File: config.mk
export PLATFORM = sky130hd
export DESIGN_NAME = mqtt_publish_body_parser
export DESIGN_NICKNAME = d
export VERILOG_FILES = /design/src/design/mpp_pkg.sv /design/src/design/mqtt_publish_body_parser.sv /design/src/design/mpp_cfg.sv /design/src/design/mpp_core.sv /design/src/design/mpp_out.sv
export SDC_FILE = /design/constraint.sdc
export NUM_CORES = 1
export LEC_CHECK = 0
export BUFFER_PORTS_ARGS = -buffer_cell sky130_fd_sc_hd__clkbuf_2
export CAP_MARGIN = 20
export CORE_UTILIZATION = 40
export CTS_CLUSTER_SIZE = 10
export DETAILED_ROUTE_END_ITERATION = 7
export GPL_TIMING_DRIVEN = 1
export PLACE_DENSITY = 0.66
export SYNTH_ARGS = -nofsm -noshare
export SYNTH_HDL_FRONTEND = slang
export SYNTH_SLANG_ARGS = --single-unit
export TNS_END_PERCENT = 1
File: constraint.sdc
create_clock -name aclk -period 6.7 [get_ports aclk]
set_input_delay 1.675 -clock aclk [delete_from_list [all_inputs] [get_ports aclk]]
set_output_delay 1.675 -clock aclk [all_outputs]
set_load 0.01 [all_outputs]
File: src/design/mpp_pkg.sv
// Shared types and constants for the MQTT PUBLISH body parser.
`timescale 1ns / 1ps

package mpp_pkg;

    // Field widths
    localparam int BODY_W  = 28;
    localparam int CAP_W   = 11;
    localparam int KEPT_W  = 10;
    localparam int TLEN_W  = 16;
    localparam int TEND_W  = TLEN_W + 1;
    localparam int IDEND_W = TLEN_W + 2;

    // Topic buffer limits
    localparam int              MAX_TOPIC_BUFFER = 1024;
    localparam logic [CAP_W-1:0] CAP_RESET       = CAP_W'(256);

    // Configuration port: one 32-bit register per word
    localparam int               APB_ADDR_W         = 3;
    localparam int               APB_DATA_W         = 32;
    localparam logic             REG_TOPIC_CAPACITY = 1'b0;

    // Packet type in the fixed header
    localparam logic [3:0] TYPE_PUBLISH = 4'd3;

    // Result kinds
    localparam logic [1:0] KIND_TOPIC   = 2'd0;
    localparam logic [1:0] KIND_PAYLOAD = 2'd1;
    localparam logic [1:0] KIND_HDR_OK  = 2'd2;
    localparam logic [1:0] KIND_ERROR   = 2'd3;

    // Error codes
    localparam logic [1:0] ERR_NOT_PUBLISH = 2'd0;
    localparam logic [1:0] ERR_SHORT_BODY  = 2'd1;
    localparam logic [1:0] ERR_TOPIC_OVR   = 2'd2;
    localparam logic [1:0] ERR_PKTID_OVR   = 2'd3;

    // Parser phase, one-hot
    typedef enum logic [5:0] {
        PH_IDLE    = 6'b000001,
        PH_LEN_HI  = 6'b000010,
        PH_LEN_LO  = 6'b000100,
        PH_TOPIC   = 6'b001000,
        PH_PKTID   = 6'b010000,
        PH_PAYLOAD = 6'b100000
    } phase_t;

    // One result beat
    typedef struct packed {
        logic [1:0]        kind;
        logic [7:0]        out_byte;
        logic [KEPT_W-1:0] topic_kept;
        logic [BODY_W-1:0] payload_length;
        logic [1:0]        error_code;
    } result_t;

endpackage

File: src/design/mqtt_publish_body_parser.sv
// Top level of the MQTT 3.1.1 PUBLISH body parser.
`timescale 1ns / 1ps

// Takes one beat per clock: a start beat (s_action = 0) latching the fixed header and
// body length, or one body byte (s_action = 1). Each beat gives at most one result in the
// next cycle from a single output register; s_ready stays high while that register
// is empty or being drained, so a stream runs at one beat per cycle and the rate is set
// only by m_ready. Results are topic bytes (kind 0, up to topic_capacity-1 kept), payload
// bytes (kind 1), header-parsed status with kept topic length and payload length (kind 2)
// on the second topic-length byte, or an error (kind 3). After an error or the body end,
// bytes are ignored until the next start. topic_capacity is at byte address 0 of the
// APB port and resets to 256; write it only while the parser is idle.
module mqtt_publish_body_parser
    import mpp_pkg::*;
(
    input  logic                  aclk,
    input  logic                  aresetn,

    input  logic                  s_valid,
    output logic                  s_ready,
    input  logic                  s_action,
    input  logic [7:0]            s_header,
    input  logic [BODY_W-1:0]     s_body_size,
    input  logic [7:0]            s_data_byte,

    output logic                  m_valid,
    input  logic                  m_ready,
    output logic [1:0]            m_kind,
    output logic [7:0]            m_out_byte,
    output logic [KEPT_W-1:0]     m_topic_kept,
    output logic [BODY_W-1:0]     m_payload_length,
    output logic [1:0]            m_error_code,

    input  logic                  psel,
    input  logic                  penable,
    input  logic                  pwrite,
    input  logic [APB_ADDR_W-1:0] paddr,
    input  logic [APB_DATA_W-1:0] pwdata,
    output logic [APB_DATA_W-1:0] prdata,
    output logic                  pready
);

    logic             acc;
    logic             res_valid;
    result_t          res;
    result_t          m_res;
    logic [CAP_W-1:0] topic_capacity;

    assign acc = s_valid && s_ready;

    // Configuration registers
    mpp_cfg u_cfg (
        .aclk           (aclk),
        .aresetn        (aresetn),
        .psel           (psel),
        .penable        (penable),
        .pwrite         (pwrite),
        .paddr          (paddr),
        .pwdata         (pwdata),
        .prdata         (prdata),
        .pready         (pready),
        .topic_capacity (topic_capacity)
    );

    // Parser
    mpp_core u_core (
        .aclk           (aclk),
        .aresetn        (aresetn),
        .acc            (acc),
        .s_action       (s_action),
        .s_header       (s_header),
        .s_body_size    (s_body_size),
        .s_data_byte    (s_data_byte),
        .topic_capacity (topic_capacity),
        .res_valid      (res_valid),
        .res            (res)
    );

    // Result register
    mpp_out u_out (
        .aclk      (aclk),
        .aresetn   (aresetn),
        .load      (acc),
        .res_valid (res_valid),
        .res       (res),
        .m_ready   (m_ready),
        .m_valid   (m_valid),
        .m_res     (m_res),
        .free      (s_ready)
    );

    assign m_kind           = m_res.kind;
    assign m_out_byte       = m_res.out_byte;
    assign m_topic_kept     = m_res.topic_kept;
    assign m_payload_length = m_res.payload_length;
    assign m_error_code     = m_res.error_code;

endmodule

File: src/design/mpp_cfg.sv
// Configuration register block: topic capacity behind an APB-style port.
`timescale 1ns / 1ps

module mpp_cfg
    import mpp_pkg::*;
(
    input  logic                  aclk,
    input  logic                  aresetn,
    input  logic                  psel,
    input  logic                  penable,
    input  logic                  pwrite,
    input  logic [APB_ADDR_W-1:0] paddr,
    input  logic [APB_DATA_W-1:0] pwdata,
    output logic [APB_DATA_W-1:0] prdata,
    output logic                  pready,
    output logic [CAP_W-1:0]      topic_capacity
);

    logic [CAP_W-1:0] cap_reg;
    logic             sel_cap;

    // Decode the word index
    assign sel_cap = (paddr[APB_ADDR_W-1] == REG_TOPIC_CAPACITY);

    // Write on the access phase
    always_ff @(posedge aclk) begin
        if (!aresetn) begin
            cap_reg <= CAP_RESET;
        end else if (psel && penable && pwrite && pready && sel_cap) begin
            cap_reg <= pwdata[CAP_W-1:0];
        end
    end

    // Read back
    always_comb begin
        prdata = '0;
        if (sel_cap) begin
            prdata = {{(APB_DATA_W-CAP_W){1'b0}}, cap_reg};
        end
    end

    assign pready         = 1'b1;
    assign topic_capacity = cap_reg;

endmodule

File: src/design/mpp_core.sv
// Parser state machine: body position tracking and per-beat result.
`timescale 1ns / 1ps

module mpp_core
    import mpp_pkg::*;
(
    input  logic              aclk,
    input  logic              aresetn,
    input  logic              acc,
    input  logic              s_action,
    input  logic [7:0]        s_header,
    input  logic [BODY_W-1:0] s_body_size,
    input  logic [7:0]        s_data_byte,
    input  logic [CAP_W-1:0]  topic_capacity,
    output logic              res_valid,
    output result_t           res
);

    phase_t              phase_reg, phase_next;
    logic [BODY_W-1:0]   pos_reg, pos_next;
    logic [BODY_W-1:0]   body_size_reg, body_size_next;
    logic [7:0]          len_hi_reg, len_hi_next;
    logic [TEND_W-1:0]   topic_end_reg, topic_end_next;
    logic [IDEND_W-1:0]  id_end_reg, id_end_next;
    logic [TLEN_W-1:0]   seen_reg, seen_next;
    logic                qos_nz_reg, qos_nz_next;

    logic [BODY_W-1:0]   pos_inc;
    logic [TLEN_W-1:0]   tlen_new;
    logic [TEND_W-1:0]   tend_new;
    logic [IDEND_W-1:0]  idend_new;
    logic [KEPT_W-1:0]   limit;
    logic [KEPT_W-1:0]   kept;

    // Phase that handles the byte at a given body position
    function automatic phase_t phase_at(input logic [BODY_W-1:0]  pos,
                                        input logic [TEND_W-1:0]  tend,
                                        input logic [IDEND_W-1:0] idend,
                                        input logic [BODY_W-1:0]  blen);
        phase_t ph;
        if (pos < BODY_W'(tend)) begin
            ph = PH_TOPIC;
        end else if (pos < BODY_W'(idend)) begin
            ph = PH_PKTID;
        end else if (pos < blen) begin
            ph = PH_PAYLOAD;
        end else begin
            ph = PH_IDLE;
        end
        return ph;
    endfunction

    // Kept-byte limit: capacity minus one, capacity clamped to 1..max
    always_comb begin
        if (topic_capacity == '0) begin
            limit = '0;
        end else if (topic_capacity > CAP_W'(MAX_TOPIC_BUFFER)) begin
            limit = KEPT_W'(MAX_TOPIC_BUFFER - 1);
        end else begin
            limit = KEPT_W'(topic_capacity - CAP_W'(1));
        end
    end

    // Topic bounds once the second length byte arrives
    assign pos_inc   = pos_reg + BODY_W'(1);
    assign tlen_new  = {len_hi_reg, s_data_byte};
    assign tend_new  = TEND_W'(tlen_new) + TEND_W'(2);
    assign idend_new = IDEND_W'(tend_new) + (qos_nz_reg ? IDEND_W'(2) : IDEND_W'(0));
    assign kept      = (tlen_new < TLEN_W'(limit)) ? tlen_new[KEPT_W-1:0] : limit;

    // Next state and result
    always_comb begin
        phase_next     = phase_reg;
        pos_next       = pos_reg;
        body_size_next = body_size_reg;
        len_hi_next    = len_hi_reg;
        topic_end_next = topic_end_reg;
        id_end_next    = id_end_reg;
        seen_next      = seen_reg;
        qos_nz_next    = qos_nz_reg;
        res_valid      = 1'b0;
        res            = '0;

        if (!s_action) begin
            // Start: latch header and length, check type and size
            pos_next       = '0;
            body_size_next = s_body_size;
            len_hi_next    = '0;
            seen_next      = '0;
            qos_nz_next    = (s_header[2:1] != 2'b00);
            phase_next     = PH_IDLE;
            if (s_header[7:4] != TYPE_PUBLISH) begin
                res_valid      = 1'b1;
                res.kind       = KIND_ERROR;
                res.error_code = ERR_NOT_PUBLISH;
            end else if (s_body_size < BODY_W'(2)) begin
                res_valid      = 1'b1;
                res.kind       = KIND_ERROR;
                res.error_code = ERR_SHORT_BODY;
            end else begin
                phase_next = PH_LEN_HI;
            end
        end else begin
            unique case (phase_reg)
                PH_LEN_HI: begin
                    len_hi_next = s_data_byte;
                    pos_next    = BODY_W'(1);
                    phase_next  = PH_LEN_LO;
                end
                PH_LEN_LO: begin
                    pos_next       = BODY_W'(2);
                    topic_end_next = tend_new;
                    id_end_next    = idend_new;
                    res_valid      = 1'b1;
                    if (BODY_W'(tend_new) > body_size_reg) begin
                        phase_next     = PH_IDLE;
                        res.kind       = KIND_ERROR;
                        res.error_code = ERR_TOPIC_OVR;
                    end else if (BODY_W'(idend_new) > body_size_reg) begin
                        phase_next     = PH_IDLE;
                        res.kind       = KIND_ERROR;
                        res.error_code = ERR_PKTID_OVR;
                    end else begin
                        phase_next         = phase_at(BODY_W'(2), tend_new, idend_new,
                                                      body_size_reg);
                        res.kind           = KIND_HDR_OK;
                        res.topic_kept     = kept;
                        res.payload_length = body_size_reg - BODY_W'(idend_new);
                    end
                end
                PH_TOPIC: begin
                    // Emit up to the limit, drop the rest
                    seen_next  = seen_reg + TLEN_W'(1);
                    pos_next   = pos_inc;
                    phase_next = phase_at(pos_inc, topic_end_reg, id_end_reg, body_size_reg);
                    if (seen_reg < TLEN_W'(limit)) begin
                        res_valid    = 1'b1;
                        res.kind     = KIND_TOPIC;
                        res.out_byte = s_data_byte;
                    end
                end
                PH_PKTID: begin
                    pos_next   = pos_inc;
                    phase_next = phase_at(pos_inc, topic_end_reg, id_end_reg, body_size_reg);
                end
                PH_PAYLOAD: begin
                    pos_next     = pos_inc;
                    phase_next   = phase_at(pos_inc, topic_end_reg, id_end_reg, body_size_reg);
                    res_valid    = 1'b1;
                    res.kind     = KIND_PAYLOAD;
                    res.out_byte = s_data_byte;
                end
                PH_IDLE: begin
                    // Ignore bytes until the next start
                end
                default: begin
                    phase_next = PH_IDLE;
                end
            endcase
        end
    end

    // Advance on each accepted beat
    always_ff @(posedge aclk) begin
        if (!aresetn) begin
            phase_reg     <= PH_IDLE;
            pos_reg       <= '0;
            body_size_reg <= '0;
            len_hi_reg    <= '0;
            topic_end_reg <= '0;
            id_end_reg    <= '0;
            seen_reg      <= '0;
            qos_nz_reg    <= 1'b0;
        end else if (acc) begin
            phase_reg     <= phase_next;
            pos_reg       <= pos_next;
            body_size_reg <= body_size_next;
            len_hi_reg    <= len_hi_next;
            topic_end_reg <= topic_end_next;
            id_end_reg    <= id_end_next;
            seen_reg      <= seen_next;
            qos_nz_reg    <= qos_nz_next;
        end
    end

    // Topic phase only while the position lies inside the topic
    a_topic_in_range: assert property (@(posedge aclk) disable iff (!aresetn)
        phase_reg == PH_TOPIC |-> pos_reg < BODY_W'(topic_end_reg))
        else $error("topic phase beyond topic end");

    // Payload phase only while the position lies inside the body
    a_payload_in_range: assert property (@(posedge aclk) disable iff (!aresetn)
        phase_reg == PH_PAYLOAD |-> pos_reg < body_size_reg)
        else $error("payload phase beyond body end");

    // Second length byte always reports header status or an error
    a_len_lo_reports: assert property (@(posedge aclk) disable iff (!aresetn)
        acc && s_action && phase_reg == PH_LEN_LO |-> res_valid)
        else $error("second length byte gave no result");

    // A start with the wrong packet type leaves the parser idle
    a_bad_type_idles: assert property (@(posedge aclk) disable iff (!aresetn)
        acc && !s_action && s_header[7:4] != TYPE_PUBLISH |=> phase_reg == PH_IDLE)
        else $error("parser not idle after wrong packet type");

endmodule

File: src/design/mpp_out.sv
// Result register: holds one result beat until the downstream side takes it.
`timescale 1ns / 1ps

module mpp_out
    import mpp_pkg::*;
(
    input  logic    aclk,
    input  logic    aresetn,
    input  logic    load,
    input  logic    res_valid,
    input  result_t res,
    input  logic    m_ready,
    output logic    m_valid,
    output result_t m_res,
    output logic    free
);

    logic    valid_reg;
    result_t res_reg;

    // Room for a new beat when empty or being drained this cycle
    assign free = !valid_reg || m_ready;

    // Valid flag
    always_ff @(posedge aclk) begin
        if (!aresetn) begin
            valid_reg <= 1'b0;
        end else if (load) begin
            valid_reg <= res_valid;
        end else if (m_ready) begin
            valid_reg <= 1'b0;
        end
    end

    // Payload
    always_ff @(posedge aclk) begin
        if (load && res_valid) begin
            res_reg <= res;
        end
    end

    assign m_valid = valid_reg;
    assign m_res   = res_reg;

endmodule
== After elaboration in Yosys (flattened, before gate mapping) ==
Cells that the tools add are included.
Operators by class
  $add $sub $neg: 6
  magnitude comparators: 12
  equal/unequal tests: 11
  mux-type cells: 44
  bitwise operators: 3
  reductions and logical operators: 19
Operator list (count)
  $pmux 28 s3: 1
  $mux 6: 10
  $lt 16x10->1: 2
  $mux 16: 2
  $mux 10: 3
  $add 28x1->28 const B: 1
  $gt 17x28->1: 1
  $gt 18x28->1: 1
  $lt 2x28->1 const A: 1
  $lt 28x17->1: 1
  $lt 28x18->1: 1
  $lt 28x2->1 const B: 1
  $lt 28x28->1: 1
  $mux 28: 1
  $sub 28x18->28: 1
  $mux 8: 3
  $pmux 6 s4: 1
  $mux 2: 11
  $add 17x18->18: 1
  $lt 2x18->1 const A: 1
  $add 16x2->17 const B: 1
  $lt 2x17->1 const A: 1
  $add 16x1->16 const B: 1
  $pmux 8 s2: 1
  26 further kinds: 46
Word-level totals
  flip-flop bits (word level): 184
  bits of input ports: 87
  output and inout bits: 85
  word-level logic and storage cells: 110

== Logic depth before layout (Yosys ltp) ==
  depth in word-level cells: 9
  gate-level depth with buffers: 19
  mapped depth without buffers: 16

== By module ==
A second synthesis with hierarchy kept.
Unflattened totals
  cells, all modules: 1574
  area, all modules: 12834.8 um^2
Modules (own cells, without submodules)
  mpp_core: instances 1, cells each 1434, area each 10566.4 um^2, sequential area each 2422.3 um^2
  mpp_out: instances 1, cells each 55, area each 1552.7 um^2, sequential area each 1521.5 um^2
  mpp_cfg: instances 1, cells each 84, area each 709.4 um^2, sequential area each 220.2 um^2
  mqtt_publish_body_parser: instances 1, cells each 1, area each 6.3 um^2, sequential area each 0.0 um^2

== Least setup slack after synthesis ==
Ideal clock, no wire load.
  path type: input port to flip-flop
  from: input port s_data_byte[1]
  to: register u_out.res_reg (netlist bit u_out.m_res[6]) (data pin)
  setup time: 0.269 ns
  arrival time: 5.437 ns
  data required time: 6.431 ns
  slack: 0.993 ns
  cell stages on the path: 18
  buffers on the path: 3
  cell sequence: buf_2 > inv_1 > ha_1 > ha_1 > nand3b_1 > o32a_1 > nor4b_4 > nand2_1 > xor2_1 > ha_1 > and2_1 > a2111oi_0 > a2bb2oi_1 > o31a_1 > a2111o_1 > clkbuf_1 > clkbuf_1 > nor3_1
Between the ends
  cells in the longest elaborated chain, start to end: 4
  elaborated cells on any way between the ends: 6
  those cells by class: add/sub: 3; order compare: 2; reduce/logical: 1
RTL lines
  from (decl): line mqtt_publish_body_parser.sv:24  | input logic [7:0] s_data_byte,
  $add 16x2->17 (*): line mpp_core.sv:67  | assign tend_new = TEND_W'(tlen_new) + TEND_W'(2);
  via u_core.tend_new[1]: line mpp_core.sv:30  | logic [TEND_W-1:0] tend_new;
  $add 17x18->18: line mpp_core.sv:68  | assign idend_new = IDEND_W'(tend_new) + (qos_nz_reg ? IDEND_W'(2) : IDEND_W'(0));
  $gt 18x28->1: line mpp_core.sv:119  | end else if (BODY_W'(idend_new) > body_size_reg) begin
  $reduce_or 4->1 (no line)
  to (signal assigned): line mpp_out.sv:38  | res_reg <= res;
  to (decl): line mpp_out.sv:19  | result_t res_reg;
The timed path passes the listed nets; every way through them passes the cells marked *.
A chain may end at the register's enable or synchronous reset.

== Worst setup path after layout ==
  from: input port s_data_byte[2]
  to: register u_out.res_reg (netlist bit u_out.m_res[30]) (data pin)
Between the ends
  cells in the longest elaborated chain, start to end: 4
  elaborated cells on any way between the ends: 7
  those cells by class: add/sub: 2; order compare: 3; mux: 1; reduce/logical: 1
RTL lines (line)
  $add 16x2->17: mpp_core.sv:67
  $add 17x18->18: mpp_core.sv:68
  $gt 18x28->1: mpp_core.sv:119
  $reduce_or 4->1 (no line)
Several ways; a longest one is shown, not always the timed one.

==> results.cfg <==
[timing]
post-route-period-util_pct = 89.2
fin_worst_skew_ns = 0.0121
setup_viol = 0
rsz0062_at_grt = no
setup_tns_ns = 0
max_freq_ghz = 0.167
relSlewSlack_pct = 34.2
worst_slew_pin_slew_ns = 0.986
drv_slew = 0
setup_slack_ns = 0.721
finalCriticalPeriod_ns = 5.98
hold_viol = 0

[placement]
dp.cells = 2034
place_area_um2 = 13700
pre_cts_slack_ns = 0.322
detailed_place_hpwl_um = 27900
globalplace.congestion = 0.993
port_buffers = 124

[clocking]
cts.sinks = 183
htree_levels = 4
cts_resized = 0
cts_tree = yes
insertion_delay_ns = 0.44
hold_buffers = 0
clk_pin_slew_ns = 0.06
postCtsSetupBuffers = 0
clockBufferDepth = 2
root_buffer = clkbuf_16
cts-buffers-inserted = 17

[final_layout]
nFillCells = 3055
finish.instance_area_um2 = 14200
largest_reg_flops = 50
instances_no_fill = 2065
finalNetCount = 1866
final_cell_mix = nand2_1, nor2_1, a21oi_1, dfxtp_1, clkbuf_2
fin_util_pct = 45.9
areaGrowthSynthToFinish_pct = 11.7
final_common_cell = nand2_1
drive_gt1_share_pct = 12.5
diodes = 0

[worst_setup_path]
path_buf_inv = 2
slowest_delay_ns = 0.52
cp_cell_sequence = clkbuf_2, ha_1, nand4_1, or4_1, a22oi_1, nor4b_4, nand2_1, xor2_1, ha_1, and2_1, a2111oi_0, a2bb2oi_1, o31a_1, a2111o_1, buf_4, a211oi_1
crit_slowest_cell = ha_1
worst_ep_arrival_time_ns = 6.14
critPathMaxFanout = 19
cp_top_family = simple AND/OR/NAND/NOR gates
cp_common_cell = ha_1
worstSetupStartpointType = primary input
worst-setup-path-type = in -> reg
worst_setup_path_end_kind = register
cp.required_ns = 6.86

[floorplanning]
row_count = 64
coreArea_um2 = 30900
fp.dieW_um = 180
io_pins = 172
fp.dieH_um = 180
start_util_pct = 41.1
die_area_um2 = 32500

[job]
cap_viol_max_count = 0

[detailed_routing]
wl_met1_um = 16600
num_vias = 11806
routed_wirelength_um = 37000
drtAntennaViolNets = 0
drt_first_iter_violations = 907
routed.top_layer = met4
wl_per_cell_um = 17.9
vias_per_cell = 5.72
wl_met3_um = 2460
dr_wl_met2_um = 16700
drc = 0
firstDrtPassIters = 5

[global_routing]
grt.overflow.total = 0
track_usage_pct = 22.7
grt_max_degree = 62
grt_pass1_wl_um = 58900
grt_pass1_vias = 11208
antenna_found_initial = 0

[logic_synthesis]
ys_ff_latch = 183
seq_area_frac_synth_pct = 32.7
yosysWarnings = 0
synth_edf_count = 50
async_reset_ff_share_pct = 0
netlist_area_um2 = 12700
ys_types = 88
ys.flop_type = dfxtp_1
netlist_instances = 1560
postSynthAreaPerCell_um2 = 8.15

[worst_hold_path]
hp-class = reg -> reg

[status]
status = completed

[power]
ir_worst_vdd_mv = 0.143
p_leak_uw = 0.00594
p_per_area_nw_per_um2 = 182
[metrics by stage]
step,hold WS [ns],total power [µW]
after floorplan,0.430,1510
after detailed placement,0.449,1640
after CTS,0.460,2590
after global placement,0.442,1630
final,0.460,2590
after global routing,0.477,2690
[metal layers]
metal,up-vias,track usage [%]
met3,74,4.02
li1,5737,-
met4,0,8.82
met5,-,0
met1,5568,29.8
met2,427,36.9
[tightest hold or removal path: stages (launching register included)]
cell and delay, ns:
dfxtp_1 0.31, nand2_1 0.05, a21oi_1 0.05
[area by class of cell]
type	instances	area (µm²)	share of cell area, %
Multi-Input combinational cell	1205	7800	54.9
Sequential cell	183	4160	29.3
Timing Repair Buffer	153	838	5.90
Tap cell	396	495	3.49
Clock buffer	24	493	3.47
Inverter	97	365	2.57
Clock inverter	7	43.8	0.308
[Yosys cell counts (all sizes together), types with 8 or more instances]
cell	instances	share of area, %
and2	23	1.1
ha	121	12
a21o	27	1.6
a21oi	137	5.4
nand3	59	2.5
nand4	39	2.0
edfxtp	50	12
buf	37	2.0
dfxtp	133	21
or3	17	0.84
nor4	28	1.6
nand2	174	5.1
and4	12	0.83
o211ai	8	0.47
o21ai	49	1.9
a211oi	35	2.1
xnor2	48	3.5
nor2	158	4.7
o21a	11	0.65
and3	27	1.3
nor3	36	1.4
inv	97	2.9
nor2b	13	0.64
nand2b	8	0.39
xor2	37	2.6
clkbuf	59	1.7
a41oi	11	0.76
[cell families after synthesis]
family                     share of synthesized area [%]
and+or+nand+nor                                     24.5
adders and majority gates                           12.2
muxes                                              0.256
DFF                                                 32.7
buffers and inverters                               6.64
xor gates and xnor gates                            6.06
AOI/OAI and AO/OA                                   17.5
other                                             0.0591
[where the power goes]
group	internal (µW)	switching, µW
Sequential	1160	21.6
Clock	514	451
Combinational	160	283
Total	1830	756
[worst paths after layout]
kind	from	end	slack [ns]	depth (start not counted)
max	s_data_byte[2]	u_out.m_res[30]$_SDFFCE_PP0P_	0.72	16
max reg2reg	u_cfg.topic_capacity[2]$_SDFFE_PN0P_	u_out.m_res[22]$_SDFFCE_PP0P_	2.11	16
min	u_core.topic_end_reg[0]$_SDFFE_PN0P_	u_core.topic_end_reg[0]$_SDFFE_PN0P_	0.46	2
min reg2reg	u_core.topic_end_reg[0]$_SDFFE_PN0P_	u_core.topic_end_reg[0]$_SDFFE_PN0P_	0.46	2
Power figures use the tool's default switching activity.
